**src/rtl/core/at_response_detector_macros.svh**
```systemverilog
// assertion macros for the at response detector
// expects clk_i and rst_ni in the scope of each use
`ifndef AT_RESPONSE_DETECTOR_MACROS_SVH
`define AT_RESPONSE_DETECTOR_MACROS_SVH

// same-cycle implication, checked out of reset
`define AT_ASSERT_IMP(label, ante, cons, msg) \
  label: assert property (@(posedge clk_i) disable iff (!rst_ni) (ante) |-> (cons)) \
    else $error(msg);

// next-cycle implication, checked out of reset
`define AT_ASSERT_NXT(label, ante, cons, msg) \
  label: assert property (@(posedge clk_i) disable iff (!rst_ni) (ante) |=> (cons)) \
    else $error(msg);

`endif

```
**src/rtl/core/at_resp_pkg.sv**
```systemverilog
// shared types and reply patterns for the at response detector
// no dependencies
package at_resp_pkg;

  localparam int WIN_KEPT = 16;
  localparam int WIN_FULL = 17;

  typedef logic [7:0] byte_t;

  typedef enum logic [1:0] {
    VERDICT_WAIT  = 2'd0,
    VERDICT_OK    = 2'd1,
    VERDICT_ERROR = 2'd2
  } verdict_e;

  localparam logic [1:0] MODE_PLAIN  = 2'd0;
  localparam logic [1:0] MODE_PROMPT = 2'd1;
  localparam logic [1:0] MODE_CLOSE  = 2'd2;

  localparam byte_t CHAR_CR = 8'd13;
  localparam byte_t CHAR_LF = 8'd10;

  localparam int OK_LEN      = 4;
  localparam int ERROR_LEN   = 7;
  localparam int PROMPT_LEN  = 1;
  localparam int CONNECT_LEN = 17;
  localparam int CLOSED_LEN  = 7;

  localparam byte_t PAT_OK [OK_LEN] = '{"O", "K", CHAR_CR, CHAR_LF};
  localparam byte_t PAT_ERROR [ERROR_LEN] = '{"E", "R", "R", "O", "R", CHAR_CR, CHAR_LF};
  localparam byte_t PAT_PROMPT [PROMPT_LEN] = '{">"};
  localparam byte_t PAT_CONNECT [CONNECT_LEN] = '{
    "A", "L", "R", "E", "A", "D", "Y", " ",
    "C", "O", "N", "N", "E", "C", "T", CHAR_CR, CHAR_LF};
  localparam byte_t PAT_CLOSED [CLOSED_LEN] = '{"C", "L", "O", "S", "E", "D", CHAR_CR};

  // tail hits of the window against each reply
  typedef struct packed {
    logic ok;
    logic error;
    logic prompt;
    logic connect;
    logic closed;
  } match_t;

endpackage

```
**src/rtl/core/at_response_detector.sv**
```systemverilog
// at response detector top level: input register, window compare, result register
// depends on at_resp_pkg, at_resp_hist, at_resp_match and the assertion macros
//
// Classifies modem replies one received byte per item. An item with tuser set
// starts a new exchange: the 16-byte history and the verdict are cleared and
// the result is "waiting". Any other item is a received byte; the newest 17
// characters are matched at their tail against OK, ALREADY CONNECT, the send
// prompt, CLOSED and ERROR in that priority order, filtered by reply_mode
// (0 plain, 1 send prompt, 2 request close, 3 only ALREADY CONNECT). The first
// success or error verdict holds until the next start. Every item yields one
// result carrying the verdict after that item. Throughput is one item per
// clock unless m_axis_tready_i stalls the result stream; an item passes the
// input register, then the result register around the single compare stage.
// The history and verdict update in the same cycle the item enters the result
// register, so back-to-back items see each other's effect. reply_mode is
// written by cfg_we_i and should only change while the block is idle.
`include "at_response_detector_macros.svh"

module at_response_detector import at_resp_pkg::*; (
  input  logic       clk_i,
  input  logic       rst_ni,
  // configuration
  input  logic       cfg_we_i,
  input  logic [1:0] cfg_wdata_i,     // reply_mode
  // input stream
  input  logic       s_axis_tvalid_i,
  output logic       s_axis_tready_o,
  input  logic [7:0] s_axis_tdata_i,  // [7:0] rx_byte
  input  logic       s_axis_tuser_i,  // [0] command
  // result stream
  output logic       m_axis_tvalid_o,
  input  logic       m_axis_tready_i,
  output logic [7:0] m_axis_tdata_o   // [1:0] verdict, [7:2] zero
);

  // reply mode register
  logic [1:0] mode_q;

  // input register
  logic  in_valid_q, in_valid_d;
  logic  in_cmd_q;
  byte_t in_byte_q;

  // result register
  logic     out_valid_q, out_valid_d;
  verdict_e out_verdict_q;

  // latched verdict of the current exchange
  verdict_e verdict_q, verdict_d, verdict_next;

  byte_t  hist [WIN_KEPT];
  match_t hits;

  logic advance;
  logic accept_in;

  // item moves from the input register into the result register
  assign advance         = in_valid_q && (!out_valid_q || m_axis_tready_i);
  assign s_axis_tready_o = !in_valid_q || advance;
  assign accept_in       = s_axis_tvalid_i && s_axis_tready_o;

  at_resp_hist u_hist (
    .clk_i   (clk_i),
    .rst_ni  (rst_ni),
    .shift_i (advance && !in_cmd_q),
    .clear_i (advance && in_cmd_q),
    .byte_i  (in_byte_q),
    .hist_o  (hist)
  );

  at_resp_match u_match (
    .hist_i  (hist),
    .byte_i  (in_byte_q),
    .match_o (hits)
  );

  // priority of the reply checks, only while still waiting
  always_comb begin
    verdict_next = verdict_q;
    if (verdict_q == VERDICT_WAIT) begin
      priority if (mode_q == MODE_PLAIN && hits.ok) begin
        verdict_next = VERDICT_OK;
      end else if (hits.connect) begin
        verdict_next = VERDICT_OK;
      end else if (mode_q == MODE_PROMPT && hits.prompt) begin
        verdict_next = VERDICT_OK;
      end else if (mode_q == MODE_CLOSE && hits.closed) begin
        verdict_next = VERDICT_OK;
      end else if (mode_q == MODE_PLAIN && hits.error) begin
        verdict_next = VERDICT_ERROR;
      end else begin
        verdict_next = VERDICT_WAIT;
      end
    end
  end

  // start command clears the verdict
  assign verdict_d = in_cmd_q ? VERDICT_WAIT : verdict_next;

  always_comb begin
    in_valid_d = in_valid_q;
    if (accept_in) begin
      in_valid_d = 1'b1;
    end else if (advance) begin
      in_valid_d = 1'b0;
    end
  end

  always_comb begin
    out_valid_d = out_valid_q;
    if (advance) begin
      out_valid_d = 1'b1;
    end else if (m_axis_tready_i) begin
      out_valid_d = 1'b0;
    end
  end

  // control state
  always_ff @(posedge clk_i or negedge rst_ni) begin
    if (!rst_ni) begin
      mode_q      <= MODE_PLAIN;
      in_valid_q  <= 1'b0;
      out_valid_q <= 1'b0;
      verdict_q   <= VERDICT_WAIT;
    end else begin
      if (cfg_we_i) mode_q <= cfg_wdata_i;
      in_valid_q  <= in_valid_d;
      out_valid_q <= out_valid_d;
      if (advance) verdict_q <= verdict_d;
    end
  end

  // payload registers
  always_ff @(posedge clk_i) begin
    if (accept_in) begin
      in_cmd_q  <= s_axis_tuser_i;
      in_byte_q <= s_axis_tdata_i;
    end
    if (advance) out_verdict_q <= verdict_d;
  end

  assign m_axis_tvalid_o = out_valid_q;
  assign m_axis_tdata_o  = {6'b0, out_verdict_q};

  // a latched verdict survives further received bytes
  `AT_ASSERT_NXT(a_verdict_holds,
    advance && !in_cmd_q && verdict_q != VERDICT_WAIT,
    verdict_q == $past(verdict_q), "verdict changed after being latched")

  // start command clears the verdict
  `AT_ASSERT_NXT(a_start_clears, advance && in_cmd_q,
    verdict_q == VERDICT_WAIT && out_verdict_q == VERDICT_WAIT,
    "start command did not clear the verdict")

  // the result shows the verdict the item left behind
  `AT_ASSERT_NXT(a_result_matches_state, advance,
    out_valid_q && out_verdict_q == verdict_q, "result differs from latched verdict")

  // empty input register always takes an item
  `AT_ASSERT_IMP(a_ready_when_empty, !in_valid_q, s_axis_tready_o,
    "input stalled with empty input register")

endmodule

```
**src/rtl/core/at_resp_hist.sv**
```systemverilog
// history of the last received bytes, oldest first
// depends on at_resp_pkg
module at_resp_hist import at_resp_pkg::*; (
  input  logic  clk_i,
  input  logic  rst_ni,
  input  logic  shift_i,
  input  logic  clear_i,
  input  byte_t byte_i,
  output byte_t hist_o [WIN_KEPT]
);

  byte_t hist_q [WIN_KEPT];

  always_ff @(posedge clk_i or negedge rst_ni) begin
    if (!rst_ni) begin
      for (int k = 0; k < WIN_KEPT; k++) hist_q[k] <= '0;
    end else if (clear_i) begin
      for (int k = 0; k < WIN_KEPT; k++) hist_q[k] <= '0;
    end else if (shift_i) begin
      for (int k = 0; k < WIN_KEPT - 1; k++) hist_q[k] <= hist_q[k+1];
      hist_q[WIN_KEPT-1] <= byte_i;
    end
  end

  assign hist_o = hist_q;

endmodule

```
**src/rtl/core/at_resp_match.sv**
```systemverilog
// parallel tail compare of the byte window against the fixed replies
// depends on at_resp_pkg
module at_resp_match import at_resp_pkg::*; (
  input  byte_t  hist_i [WIN_KEPT],
  input  byte_t  byte_i,
  output match_t match_o
);

  byte_t win [WIN_FULL];

  always_comb begin
    for (int k = 0; k < WIN_KEPT; k++) win[k] = hist_i[k];
    win[WIN_KEPT] = byte_i;
  end

  always_comb begin
    match_o = '1;
    for (int k = 0; k < OK_LEN; k++)
      if (win[WIN_FULL-OK_LEN+k] != PAT_OK[k]) match_o.ok = 1'b0;
    for (int k = 0; k < ERROR_LEN; k++)
      if (win[WIN_FULL-ERROR_LEN+k] != PAT_ERROR[k]) match_o.error = 1'b0;
    for (int k = 0; k < PROMPT_LEN; k++)
      if (win[WIN_FULL-PROMPT_LEN+k] != PAT_PROMPT[k]) match_o.prompt = 1'b0;
    for (int k = 0; k < CONNECT_LEN; k++)
      if (win[WIN_FULL-CONNECT_LEN+k] != PAT_CONNECT[k]) match_o.connect = 1'b0;
    for (int k = 0; k < CLOSED_LEN; k++)
      if (win[WIN_FULL-CLOSED_LEN+k] != PAT_CLOSED[k]) match_o.closed = 1'b0;
  end

endmodule
```
**config.mk**
```make
export PLATFORM = sky130hd
export DESIGN_NAME = at_response_detector
export DESIGN_NICKNAME = d
export VERILOG_FILES = /design/src/rtl/core/at_resp_pkg.sv /design/src/rtl/core/at_response_detector.sv /design/src/rtl/core/at_resp_hist.sv /design/src/rtl/core/at_resp_match.sv
export VERILOG_INCLUDE_DIRS = /design/src /design/src/rtl/core
export SDC_FILE = /design/constraint.sdc
export NUM_CORES = 1
export LEC_CHECK = 0
export ABC_AREA = 0
export BUFFER_PORTS_ARGS = -buffer_cell sky130_fd_sc_hd__buf_2
export CAP_MARGIN = 40
export CORE_ASPECT_RATIO = 0.5
export CORE_UTILIZATION = 45
export CTS_BUF_LIST = sky130_fd_sc_hd__clkbuf_16
export DETAILED_ROUTE_END_ITERATION = 16
export SLEW_MARGIN = 20
export SYNTH_ARGS = -nofsm -noshare
export SYNTH_HDL_FRONTEND = slang
export SYNTH_SLANG_ARGS = --single-unit
```
**constraint.sdc**
```tcl
create_clock -name clk_i -period 2.65 [get_ports clk_i]
set_clock_uncertainty 0.05 [all_clocks]
set_input_delay 0.1325 -clock clk_i [delete_from_list [all_inputs] [get_ports clk_i]]
set_output_delay 0.1325 -clock clk_i [all_outputs]
set_load 0.05 [all_outputs]
```
## Word level (Yosys, flattened, before mapping)

Cells that the tools add are included.

| word-level totals | value |
|---|---|
| flip-flop bits (word level) | 145 |
| input port bits | 16 |
| output and inout bits | 10 |
| word-level logic and storage cells | 123 |

| cells by class | value |
|---|---|
| equal/unequal tests | 33 |
| multiplexer cells | 49 |
| reduce and logical (&&, ||, !) cells | 18 |

Operator list:

| operator | count |
|---|---|
| 128-bit two-way mux | 2 |
| 8-bit by 7-bit inequality test with 1-bit output, second input constant | 26 |
| 1-bit two-way mux | 40 |
| 8-bit by 4-bit inequality test with 1-bit output, second input constant | 3 |
| 8-bit by 6-bit inequality test with 1-bit output, second input constant | 2 |
| 2-bit two-way mux | 7 |
| 1-bit logical AND | 8 |
| 2-bit nonzero test | 3 |
| 2-bit zero test | 2 |
| 1-bit zero test | 3 |
| 2-bit by 1-bit == test with 1-bit output, second input constant | 1 |
| 2-bit == test, second input constant | 1 |
| 1-bit logical OR | 2 |

## Logic depth before layout (Yosys ltp)

Gate-level depths: netlist (run 1).

| logic depth | value |
|---|---|
| depth after elaboration | 22 |
| gate-level depth with buffers | 7 |
| depth with buffers taken out | 6 |

## By module

From an unflattened synthesis (run 1), not the netlist that was laid out.

| second synthesis, totals | value |
|---|---|
| cells, all modules | 532 |
| area total of the unflattened synthesis | 6572.6 um^2 |

Modules (own cells, without submodules):

| module | instances | cells an instance | area an instance (um^2) | seq. area each (um^2) |
|---|---|---|---|---|
| at_resp_hist | 1 | 412 | 5292.6 | 3203.1 |
| at_response_detector | 1 | 48 | 695.7 | 480.5 |
| at_resp_match | 1 | 72 | 584.3 | 0.0 |

## Worst setup path before layout (run 1)

OpenSTA, ideal clock, no wires.

| timing path | value |
|---|---|
| path kind | register -> register |
| start point | reg out_valid_q (netlist: m_axis_tvalid_o) |
| end point | reg in_byte_q[0], enable pin |
| setup time | 0.284 ns |
| arrival | 1.621 ns |
| setup slack | 0.695 ns |
| stages on the path, launching flop included | 3 |
| period minus slack after synthesis | 1.955 ns |
| cell sequence | dfrtp_1 nand3b_1 and2_1 |

| between the ends | value |
|---|---|
| cells in the longest elaborated chain, start to end | 5 |

RTL lines:

| item | RTL line | text |
|---|---|---|
| start, declared | at_response_detector.sv:45 | `logic out_valid_q, out_valid_d;` |
| start signal, assigned | at_response_detector.sv:128 | `out_valid_q <= out_valid_d;` |
| 1-bit zero test | at_response_detector.sv:58 | `assign advance = in_valid_q && (!out_valid_q \|\| m_axis_tready_i);` |
| 1-bit logical OR | at_response_detector.sv:58 |  |
| 1-bit logical AND | at_response_detector.sv:58 |  |
| 1-bit logical OR | at_response_detector.sv:59 | `assign s_axis_tready_o = !in_valid_q \|\| advance;` |
| named net s_axis_tready_o | at_response_detector.sv:27 | `output logic s_axis_tready_o,` |
| 1-bit logical AND | at_response_detector.sv:60 | `assign accept_in = s_axis_tvalid_i && s_axis_tready_o;` |
| named net accept_in | at_response_detector.sv:55 | `logic accept_in;` |
| end signal, assigned | at_response_detector.sv:137 | `in_byte_q <= s_axis_tdata_i;` |
| end, declared | at_response_detector.sv:42 | `byte_t in_byte_q;` |

The timed path passes the listed nets, and every way through them passes these cells.
A chain may end at the register's enable or synchronous reset.

## Worst setup path in the final report (run 1)

| timing path | value |
|---|---|
| start point | reg u_hist.hist_q, in the netlist u_hist.hist_o[50] |
| end point | reg out_verdict_q[0] (data pin) |

| between the ends | value |
|---|---|
| cells in the longest elaborated chain, start to end | 13 |

RTL lines:

| item | RTL line | text |
|---|---|---|
| start, declared | at_resp_hist.sv:12 | `byte_t hist_q [WIN_KEPT];` |
| start signal, assigned by index | at_resp_hist.sv:21 | `hist_q[WIN_KEPT-1] <= byte_i;` |
| 8-bit by 7-bit inequality test with 1-bit output | at_resp_match.sv:25 | `if (win[WIN_FULL-CONNECT_LEN+k] != PAT_CONNECT[k]) match_o.connect = 1'b0;` |
| 1-bit two-way mux (8 in a row) | at_resp_match.sv:25 |  |
| 2-bit two-way mux | at_response_detector.sv:83 | `end else if (hits.connect) begin` |
| 2-bit two-way mux | at_response_detector.sv:81 | `priority if (mode_q == MODE_PLAIN && hits.ok) begin` |
| 2-bit two-way mux | at_response_detector.sv:80 | `if (verdict_q == VERDICT_WAIT) begin` |
| 2-bit two-way mux | at_response_detector.sv:98 | `assign verdict_d = in_cmd_q ? VERDICT_WAIT : verdict_next;` |
| named net verdict_d[0] | at_response_detector.sv:49 | `verdict_e verdict_q, verdict_d, verdict_next;` |
| end signal, assigned | at_response_detector.sv:139 | `if (advance) out_verdict_q <= verdict_d;` |
| end, declared | at_response_detector.sv:46 | `verdict_e out_verdict_q;` |

The timed path passes the listed nets, and every way through them passes these cells.

==> results of run 1 <==
-- kinds of logic after synthesis --
group | Yosys count | synth area share (%)
mux | 2 | 0.3616
buf+inv | 51 | 3.596
compound gates | 134 | 11.13
other cells | 1 | 0.06022
simple gates | 334 | 25.70
flops | 145 | 59.15
-- per-layer routing --
metal	global-route usage (%)	part of all wire, %	vias to the layer above	wire [µm]
met4	7.190	0.49	0	63
met2	29.91	44	56	5660
met3	4.618	3.1	5	398
li1	-	-	2287	-
met5	0	0	-	0
met1	29.08	52	2129	6739
-- timing repair --
action                                 4_1_cts  5_1_grt
setup buffers                                0        0
endpoints found under the hold margin       71        0
hold buffers                                16        0
-- cell type report --
type                            instances  area [µm²]
Fill cell                            1155        5828
Sequential cell                       145        3684
Multi-Input combinational cell        476        2346
Clock buffer                           17       425.4
Timing Repair Buffer                   44       379.1
Tap cell                              170       212.7
Clock inverter                         15       175.2
Inverter                                3       12.51
-- report_power, final --
part	switching (mW)	internal (mW)	leakage [nW]	total, mW
Combinational	0.254	0.104	0.749	0.358
Sequential	0.0719	2.31	1.95	2.38
Clock	0.889	1.55	0.303	2.44
Total	1.22	3.97	3.01	5.18
-- critical path: stages, from the launching register on --
cell and delay [ns]:
dfrtp_1 0.39, nor4bb_1 0.49, nand4_1 0.26, nor4_4 0.32
nand4_1 0.16, a311oi_2 0.30, a21o_1 0.13
-- registers in the layout (all words and copies together) (netlist names) --
name / count
mode_q: 2
in_cmd_q: 1
out_verdict_q: 2
u_hist.hist_o: 128
m_axis_tvalid_o: 1
in_valid_q: 1
verdict_q: 2
in_byte_q: 8
-- path summary, 6_finish.rpt --
kind	start	to	slack (ns)	depth (start not counted)
worst max-delay path	u_hist.hist_o[50]	out_verdict_q[0]	0.43	6
worst min-delay path	m_axis_tready_i	m_axis_tvalid_o	0.02	3
worst max register to register	u_hist.hist_o[50]	out_verdict_q[0]	0.43	6
worst min register to register	u_hist.hist_o[127]	u_hist.hist_o[127]	0.44	2
max in group asynchronous	rst_ni	u_hist.hist_o[15]	1.64	3
min in group asynchronous	rst_ni	u_hist.hist_o[90]	0.21	2
-- per-stage QoR --
| step | util, % | worst slack [ns] | hold slack, ns | instances |
|---|---|---|---|---|
| floorplan | - | 0.6955 | -0.2131 | 672 |
| global placement | 49.56 | 0.4417 | 0.1112 | 822 |
| detailed placement | 49.56 | 0.3674 | 0.1057 | 822 |
| CTS | 55.38 | 0.3484 | 0.005086 | 870 |
| global route | 55.38 | 0.2797 | 0.03095 | 870 |
| finish | 55.38 | 0.4273 | 0.01593 | 870 |
-- synth_stat cells --
| master | n |
|---|---|
| nor3b_1 | 3 |
| a21oi_1 | 2 |
| clkbuf_8 | 1 |
| nor3_1 | 5 |
| o21ai_2 | 1 |
| edfxtp_1 | 11 |
| dfrtp_1 | 134 |
| nor4bb_1 | 11 |
| and2_1 | 2 |
| or4_4 | 1 |
| mux2_2 | 2 |
| nor2b_1 | 1 |
| nand3_2 | 1 |
| nand3_1 | 4 |
| nor4_4 | 2 |
| nand2b_1 | 3 |
| buf_1 | 1 |
| a311oi_2 | 1 |
| nand2b_4 | 1 |
| nor4_1 | 5 |
| nand4b_1 | 4 |
| nand4_1 | 5 |
| and4bb_2 | 1 |
| nand3b_1 | 1 |
| nand2_1 | 257 |
| clkbuf_1 | 40 |
| buf_4 | 6 |
| nand4_2 | 4 |
| inv_1 | 3 |
| a22o_1 | 1 |
| o31ai_1 | 1 |
| conb_1 | 1 |
| and4b_1 | 3 |
| a21o_1 | 1 |
| nor2_1 | 6 |
| nor4b_1 | 14 |
| o21ai_0 | 127 |
==> metrics.txt, run 1 <==
Slew @ Worst Pin=0.5847 ns; Vias=4477; area post-placement=0.006474 mm²; commonest cells after routing, fill and taps aside=256 x nand2_1, 134 x dfrtp_1, 127 x o21ai_0, 18 x buf_2, 17 x clkbuf_16; top cells by area, synth=dfrtp_1 54%, nand2_1 15%, o21ai_0 10%, edfxtp_1 5.3%, clkbuf_1 2.4%; Yosys cell types=37; register area share after synthesis=59.15%; largest net degree at the start of global routing=79; RSZ-0062 raised after global routing=no; residual DRC count=0; number of diodes=0; worst path required time=2.88 ns; hpwl dp=8.379 mm; crit path launch type=flip-flop; worst vdd ir=0.4687 mV; crit path DAT=2.45 ns; CTS buffer count=17; Core Region=0.01306 mm²; Final Cycle Share=83.88%; vias in the first global route=4235; die width=168.4 µm; Crit Path Max Fanout=3; CTS tree=built; GR Overflow Total=0; CTS Sinks=145; flops & latches, synth=145; maximum clock path buffer count=2; status=completed; die height=85.18 µm; Post-DRT Antenna Nets=0; Total GRT Usage=20.14%; io pins=26; Synth area leader=dfrtp_1; CP Class=flip-flop to flip-flop; Cell Rows=29; Final Hold Fails=0; number of max-cap violations=0; most common cell after layout, fill and taps aside=nand2_1; Clock transition at path regs=0.06 ns; Avg WL per Cell=14.79 µm; Post-CTS Resized=0; layout cell share with drive strength beyond 1=10.00%; max-slew violations=0; Worst slew margin=61.02%; Power Dens Cells=716.5 mW/mm²; top cell type's share of synthesized area=53.85%; number of H-tree levels=4; post-DR vias/cell=5.146; Hold WC Path Type=input pin to flip-flop; Worst Setup End Kind=flip-flop; starting density of the core=47.67%; Post-Syn Area per Cell=9.336 µm²; leakage power total=3.007 nW; WL final=12.86 mm; Synth Warn #=0; initial antenna violation count=0; RePlAce Congestion=0.7696; final setup vio count=0; initial detailed-routing violation count=277; Root Driver=clkbuf_16; Port Buffers=19; TNS Setup=0 ns; Peak Freq=449.9 MHz; first-pass GRT wire length=22.18 mm; Post-Syn Area=0.006227 mm²; Pre-Repair DR Iteration Count=4; DIE AREA=0.01434 mm²; Design Area, Final=0.007234 mm²; Cells after Synth=667; synth-to-layout area growth=16.17%; min cycle time layout=2.223 ns; total power=5.183 mW; Clock Latency Late Sink=0.41 ns; fin nets=703
Power figures use the tool's default switching activity.
==> run 2, diff against run 1 <==
==> constraint.sdc (replaced) <==
create_clock -name clk_i -period 2 [get_ports clk_i]
set_clock_uncertainty 0.05 [all_clocks]
set_input_delay 0.1 -clock clk_i [delete_from_list [all_inputs] [get_ports clk_i]]
set_output_delay 0.1 -clock clk_i [all_outputs]
set_load 0.05 [all_outputs]
==> metrics.txt, run 2 (synthesized netlist as in run 1, its figures left out) <==
Slew @ Worst Pin=0.5641 ns; layout cell share with drive strength beyond 1=19.40%; Cells after DPL=883; fin nets=767; Clock Latency Late Sink=0.42 ns; Post-DRT Antenna Nets=0; status=finished with violations; Total GRT Usage=21.82%; WL final=13.97 mm; Vias=4747; number of max-cap violations=0; Worst slew margin=62.40%; Worst Setup SP=in_byte_q[7]; Final Hold Fails=0; residual DRC count=0; crit path launch type=flip-flop; dpl ws=-0.1974 ns; failing checks=setup timing; hpwl dp=9.366 mm; Avg WL per Cell=14.97 µm; Cell Rows=29; starting density of the core=47.67%; Core Region=0.01306 mm²; Crit Path Max Fanout=2; leakage power total=3.322 nW; most common cell after layout, fill and taps aside=nand2_1; Power Dens Cells=858.4 mW/mm²; first-pass GRT wire length=24.17 mm; R2R depth=6; CTS buffer count=17; R2R setup slack=-0.003 ns; Clock transition at path regs=0.06 ns; worst path required time=2.24 ns; FF-to-FF End=out_verdict_q[0]; RePlAce Congestion=0.8039; final worst setup slack=-0.003442 ns; crit path DAT=2.24 ns; max-slew violations=0; vias in the first global route=4769; DIE AREA=0.01434 mm²; CTS tree=built; Hold WC Path Type=input pin to async pin; CTS Sinks=145; die width=168.4 µm; io pins=26; Pre-Repair DR Iteration Count=4; RSZ-0062 raised after global routing=yes; Port Buffers=19; Finished Layout Cells=933; maximum clock path buffer count=2; initial detailed-routing violation count=262; Root Driver=clkbuf_16; GR Overflow Total=0; min cycle time layout=2.003 ns; Peak Freq=499.1 MHz; synth-to-layout area growth=25.18%; number of H-tree levels=4; die height=85.18 µm; TNS Setup=-0.005950 ns; Worst Setup End Kind=flip-flop; post-DR vias/cell=5.088; number of diodes=0; total power=6.691 mW; initial antenna violation count=0; CP Class=flip-flop to flip-flop; Final Cycle Share=100.2%; worst vdd ir=0.4248 mV; commonest cells after routing, fill and taps aside=256 x nand2_1, 133 x dfrtp_1, 127 x o21ai_0, 66 x buf_4; worst r2r src=in_byte_q[7]; max FFs per register=128; largest net degree at the start of global routing=60; final setup vio count=2
==> run 2: per-stage QoR <==
stage	cell area, µm²	hold WS, ns	util, %
floorplan	6246	-0.2456	-
global placement	6957	-0.01883	53.26
CTS	7721	0.1290	59.11
global route	7795	0.1470	59.67
detailed placement	6957	-0.01553	53.26
finish	7795	0.1020	59.67
==> run 2: area by class of cell <==
class	count	area (µm²)
fillers	1133	5268
flip-flops and latches	145	3685
multi-input cells	476	2452
repair buffers	108	887.1
clock buffers	18	450.4
well taps	170	212.7
clock inverters	13	95.09
inverters	3	12.51
==> run 2: how the worst max path moves through the flow <==
stage,endpoint
after floorplan,in_byte_q[0]
after global placement,out_verdict_q[0]
after detailed placement,out_verdict_q[0]
after CTS,out_verdict_q[0]
after global routing,out_verdict_q[0]
final,out_verdict_q[0]
==> run 2: report_power, final <==
group          leakage, nW  internal (mW)  switching, mW
clock                0.262           1.75           1.20
combinational         1.11          0.213          0.375
sequential            1.95           3.06         0.0933
total                 3.32           5.02           1.67
==> run 2: worst max-delay path, cell delays in order (launching register included) <==
cell	delay (ns)
edfxtp_1	0.45
nor4b_4	0.33
nand4_2	0.21
nor4_4	0.32
nand4_1	0.15
a311oi_2	0.26
a21o_1	0.11
==> run 2: per-layer routing <==
metal	track usage, %	part of all wire (%)	vias up
met5	0	0	-
met4	7.190	1.1	0
met3	4.384	3.6	15
met2	33.38	45	80
met1	31.33	50	2243
li1	-	-	2409
==> run 2: repair_timing <==
action | 4_1_cts | 5_1_grt
gates resized for setup | 8 | 9
endpoints found under the setup margin | 2 | 2
hold buffers | 17 | 0
hold endpoints to repair | 147 | 0
pin swaps | 6 | 3
setup buffers | 1 | 2
==> run 3, diff against run 2 <==
==> constraint.sdc (replaced) <==
create_clock -name clk_i -period 2.5 [get_ports clk_i]
set_clock_uncertainty 0.05 [all_clocks]
set_input_delay 0.125 -clock clk_i [delete_from_list [all_inputs] [get_ports clk_i]]
set_output_delay 0.125 -clock clk_i [all_outputs]
set_load 0.05 [all_outputs]
==> metrics.txt, run 3 (synthesized netlist as in run 1, its figures left out) <==
Final Core Density=55.56%; crit path DAT=2.43 ns; metal1 wirelength=6.806 mm; worst r2r src=u_hist.hist_o[21]; Core Region=0.01306 mm²; Pint=4.128 mW; TNS Setup=0 ns; starting density of the core=47.67%; die height=85.18 µm; WL final=13.42 mm; Worst Setup SP=u_hist.hist_o[21]; maximum clock path buffer count=2; crit path launch type=flip-flop; number of max-cap violations=0; Crit Path Max Fanout=3; min cycle time layout=2.190 ns; Post-DRT Antenna Nets=0; clock power share=46.8%; Final Hold Fails=0; Pre-Repair DR Iteration Count=5; Post-CTS Setup Bufs=0; commonest cells after routing, fill and taps aside=256 x nand2_1, 134 x dfrtp_1, 127 x o21ai_0, 18 x buf_2, 17 x clkbuf_16; first-pass GRT wire length=22.98 mm; initial detailed-routing violation count=453; worst vdd ir=0.4103 mV; layout cell share with drive strength beyond 1=10.83%; switching pwr=1.356 mW; Flop pwr share=46.1%; R2R setup slack=0.31 ns; Worst Setup End Kind=flip-flop; DIE AREA=0.01434 mm²; vias in the first global route=4349; CP Class=flip-flop to flip-flop; Final Cycle Share=87.59%; CTS buffer count=17; CTS tree=built; hpwl dp=8.567 mm; Slew @ Worst Pin=0.5950 ns; Clock transition at path regs=0.06 ns; Top Layer Used=met4; largest net degree at the start of global routing=129; Power Dens Cells=755.7 mW/mm²; RePlAce Congestion=0.7828; final setup vio count=0; worst path required time=2.74 ns; number of H-tree levels=4; Total GRT Usage=20.66%; Port Buffers=19; post-DR vias/cell=5.177; synth-to-layout area growth=16.54%; fin nets=705; leakage power total=3.006 nW; most common cell after layout, fill and taps aside=nand2_1; R2R depth=6; Clock Latency Late Sink=0.42 ns; Worst slew margin=60.33%; sw frac=24.73%; worst setup path end=out_verdict_q[0]; Avg WL per Cell=15.39 µm; Peak Freq=456.7 MHz; io pins=26; RSZ-0062 raised after global routing=no; GR Overflow Total=0; Logic pwr share=7.1%; Cell Rows=29; status=completed; die width=168.4 µm; CTS Sinks=145; max-slew violations=0; met2 routed WL=6.098 mm; FF-to-FF End=out_verdict_q[0]; Root Driver=clkbuf_16; Worst Hold Depth=3; residual DRC count=0; WL met3=396 µm; Hold WC Path Type=input pin to flip-flop; Vias=4514; number of diodes=0; max FFs per register=128; initial antenna violation count=0
## run 3: changes by cell type in the layout (fill, tap and decap cells not counted), sizes merged
cell | previous run | this run
clkinv | 8 | 9
dlygate4sd3 | 17 | 16
buf | 91 | 30
bufinv | 1 | 3
clkinvlp | 4 | 3
clkbuf | 18 | 17
## run 3: power by group through the flow
stage	combinational [mW]	clock, mW	sequential, mW
finish	0.391	2.57	2.53
global route	0.441	2.70	2.54
CTS	0.397	2.59	2.53
detailed placement	0.373	0	2.57
global placement	0.367	0	2.57
floorplan	0.239	0	2.55
## run 3: worst min path at each step
| stage | from | end | slack, ns |
|---|---|---|---|
| after floorplan | rst_ni | in_valid_q | -0.22 |
| after global placement | rst_ni | u_hist.hist_o[83] | 0.08 |
| final | m_axis_tready_i | m_axis_tvalid_o | 0.0009 |
| after global routing | m_axis_tready_i | m_axis_tvalid_o | 0.02 |
| after CTS | m_axis_tready_i | m_axis_tvalid_o | 0.005 |
| after detailed placement | rst_ni | u_hist.hist_o[82] | 0.09 |
## run 3: final cells by class
class | count | area (µm²)
Inverter | 3 | 12.51
Clock inverter | 15 | 170.2
Fill cell | 1166 | 5806
Tap cell | 170 | 212.7
Clock buffer | 17 | 425.4
Sequential cell | 145 | 3684
Multi-Input combinational cell | 476 | 2346
Timing Repair Buffer | 46 | 406.6
## run 3: through the flow
stage | total power [mW] | hold WS [ns] | setup slack [ns] | cells | cell area, µm²
2_1_floorplan | 2.793 | -0.2206 | 0.5455 | 672 | 6246
3_3_place_gp | 2.937 | 0.08119 | 0.3146 | 824 | 6501
3_5_place_dp | 2.943 | 0.08753 | 0.3137 | 824 | 6501
4_1_cts | 5.515 | 0.004635 | 0.2880 | 872 | 7257
5_1_grt | 5.679 | 0.02296 | 0.1697 | 872 | 7257
6_report | 5.484 | 0.0009094 | 0.3103 | 872 | 7257
## run 3: per-layer routing
metal | up-vias | GRT usage [%]
met3 | 10 | 4.944
met2 | 63 | 31.54
met4 | 0 | 5.620
li1 | 2284 | -
met1 | 2157 | 29.65
met5 | - | 0
## run 3: worst max-delay path, stage by stage, from the launching register on
cell      delay (ns)
dfrtp_1         0.39
nor4b_1         0.50
nand4_2         0.23
nor4_4          0.33
nand4_1         0.14
a311oi_2        0.29
a21o_1          0.12
## run 3: repair_timing
action | in CTS | in global routing
endpoints found under the setup margin | 0 | 0
endpoints found under the hold margin | 65 | 0
hold buffers | 16 | 0
resized for setup | 0 | 0
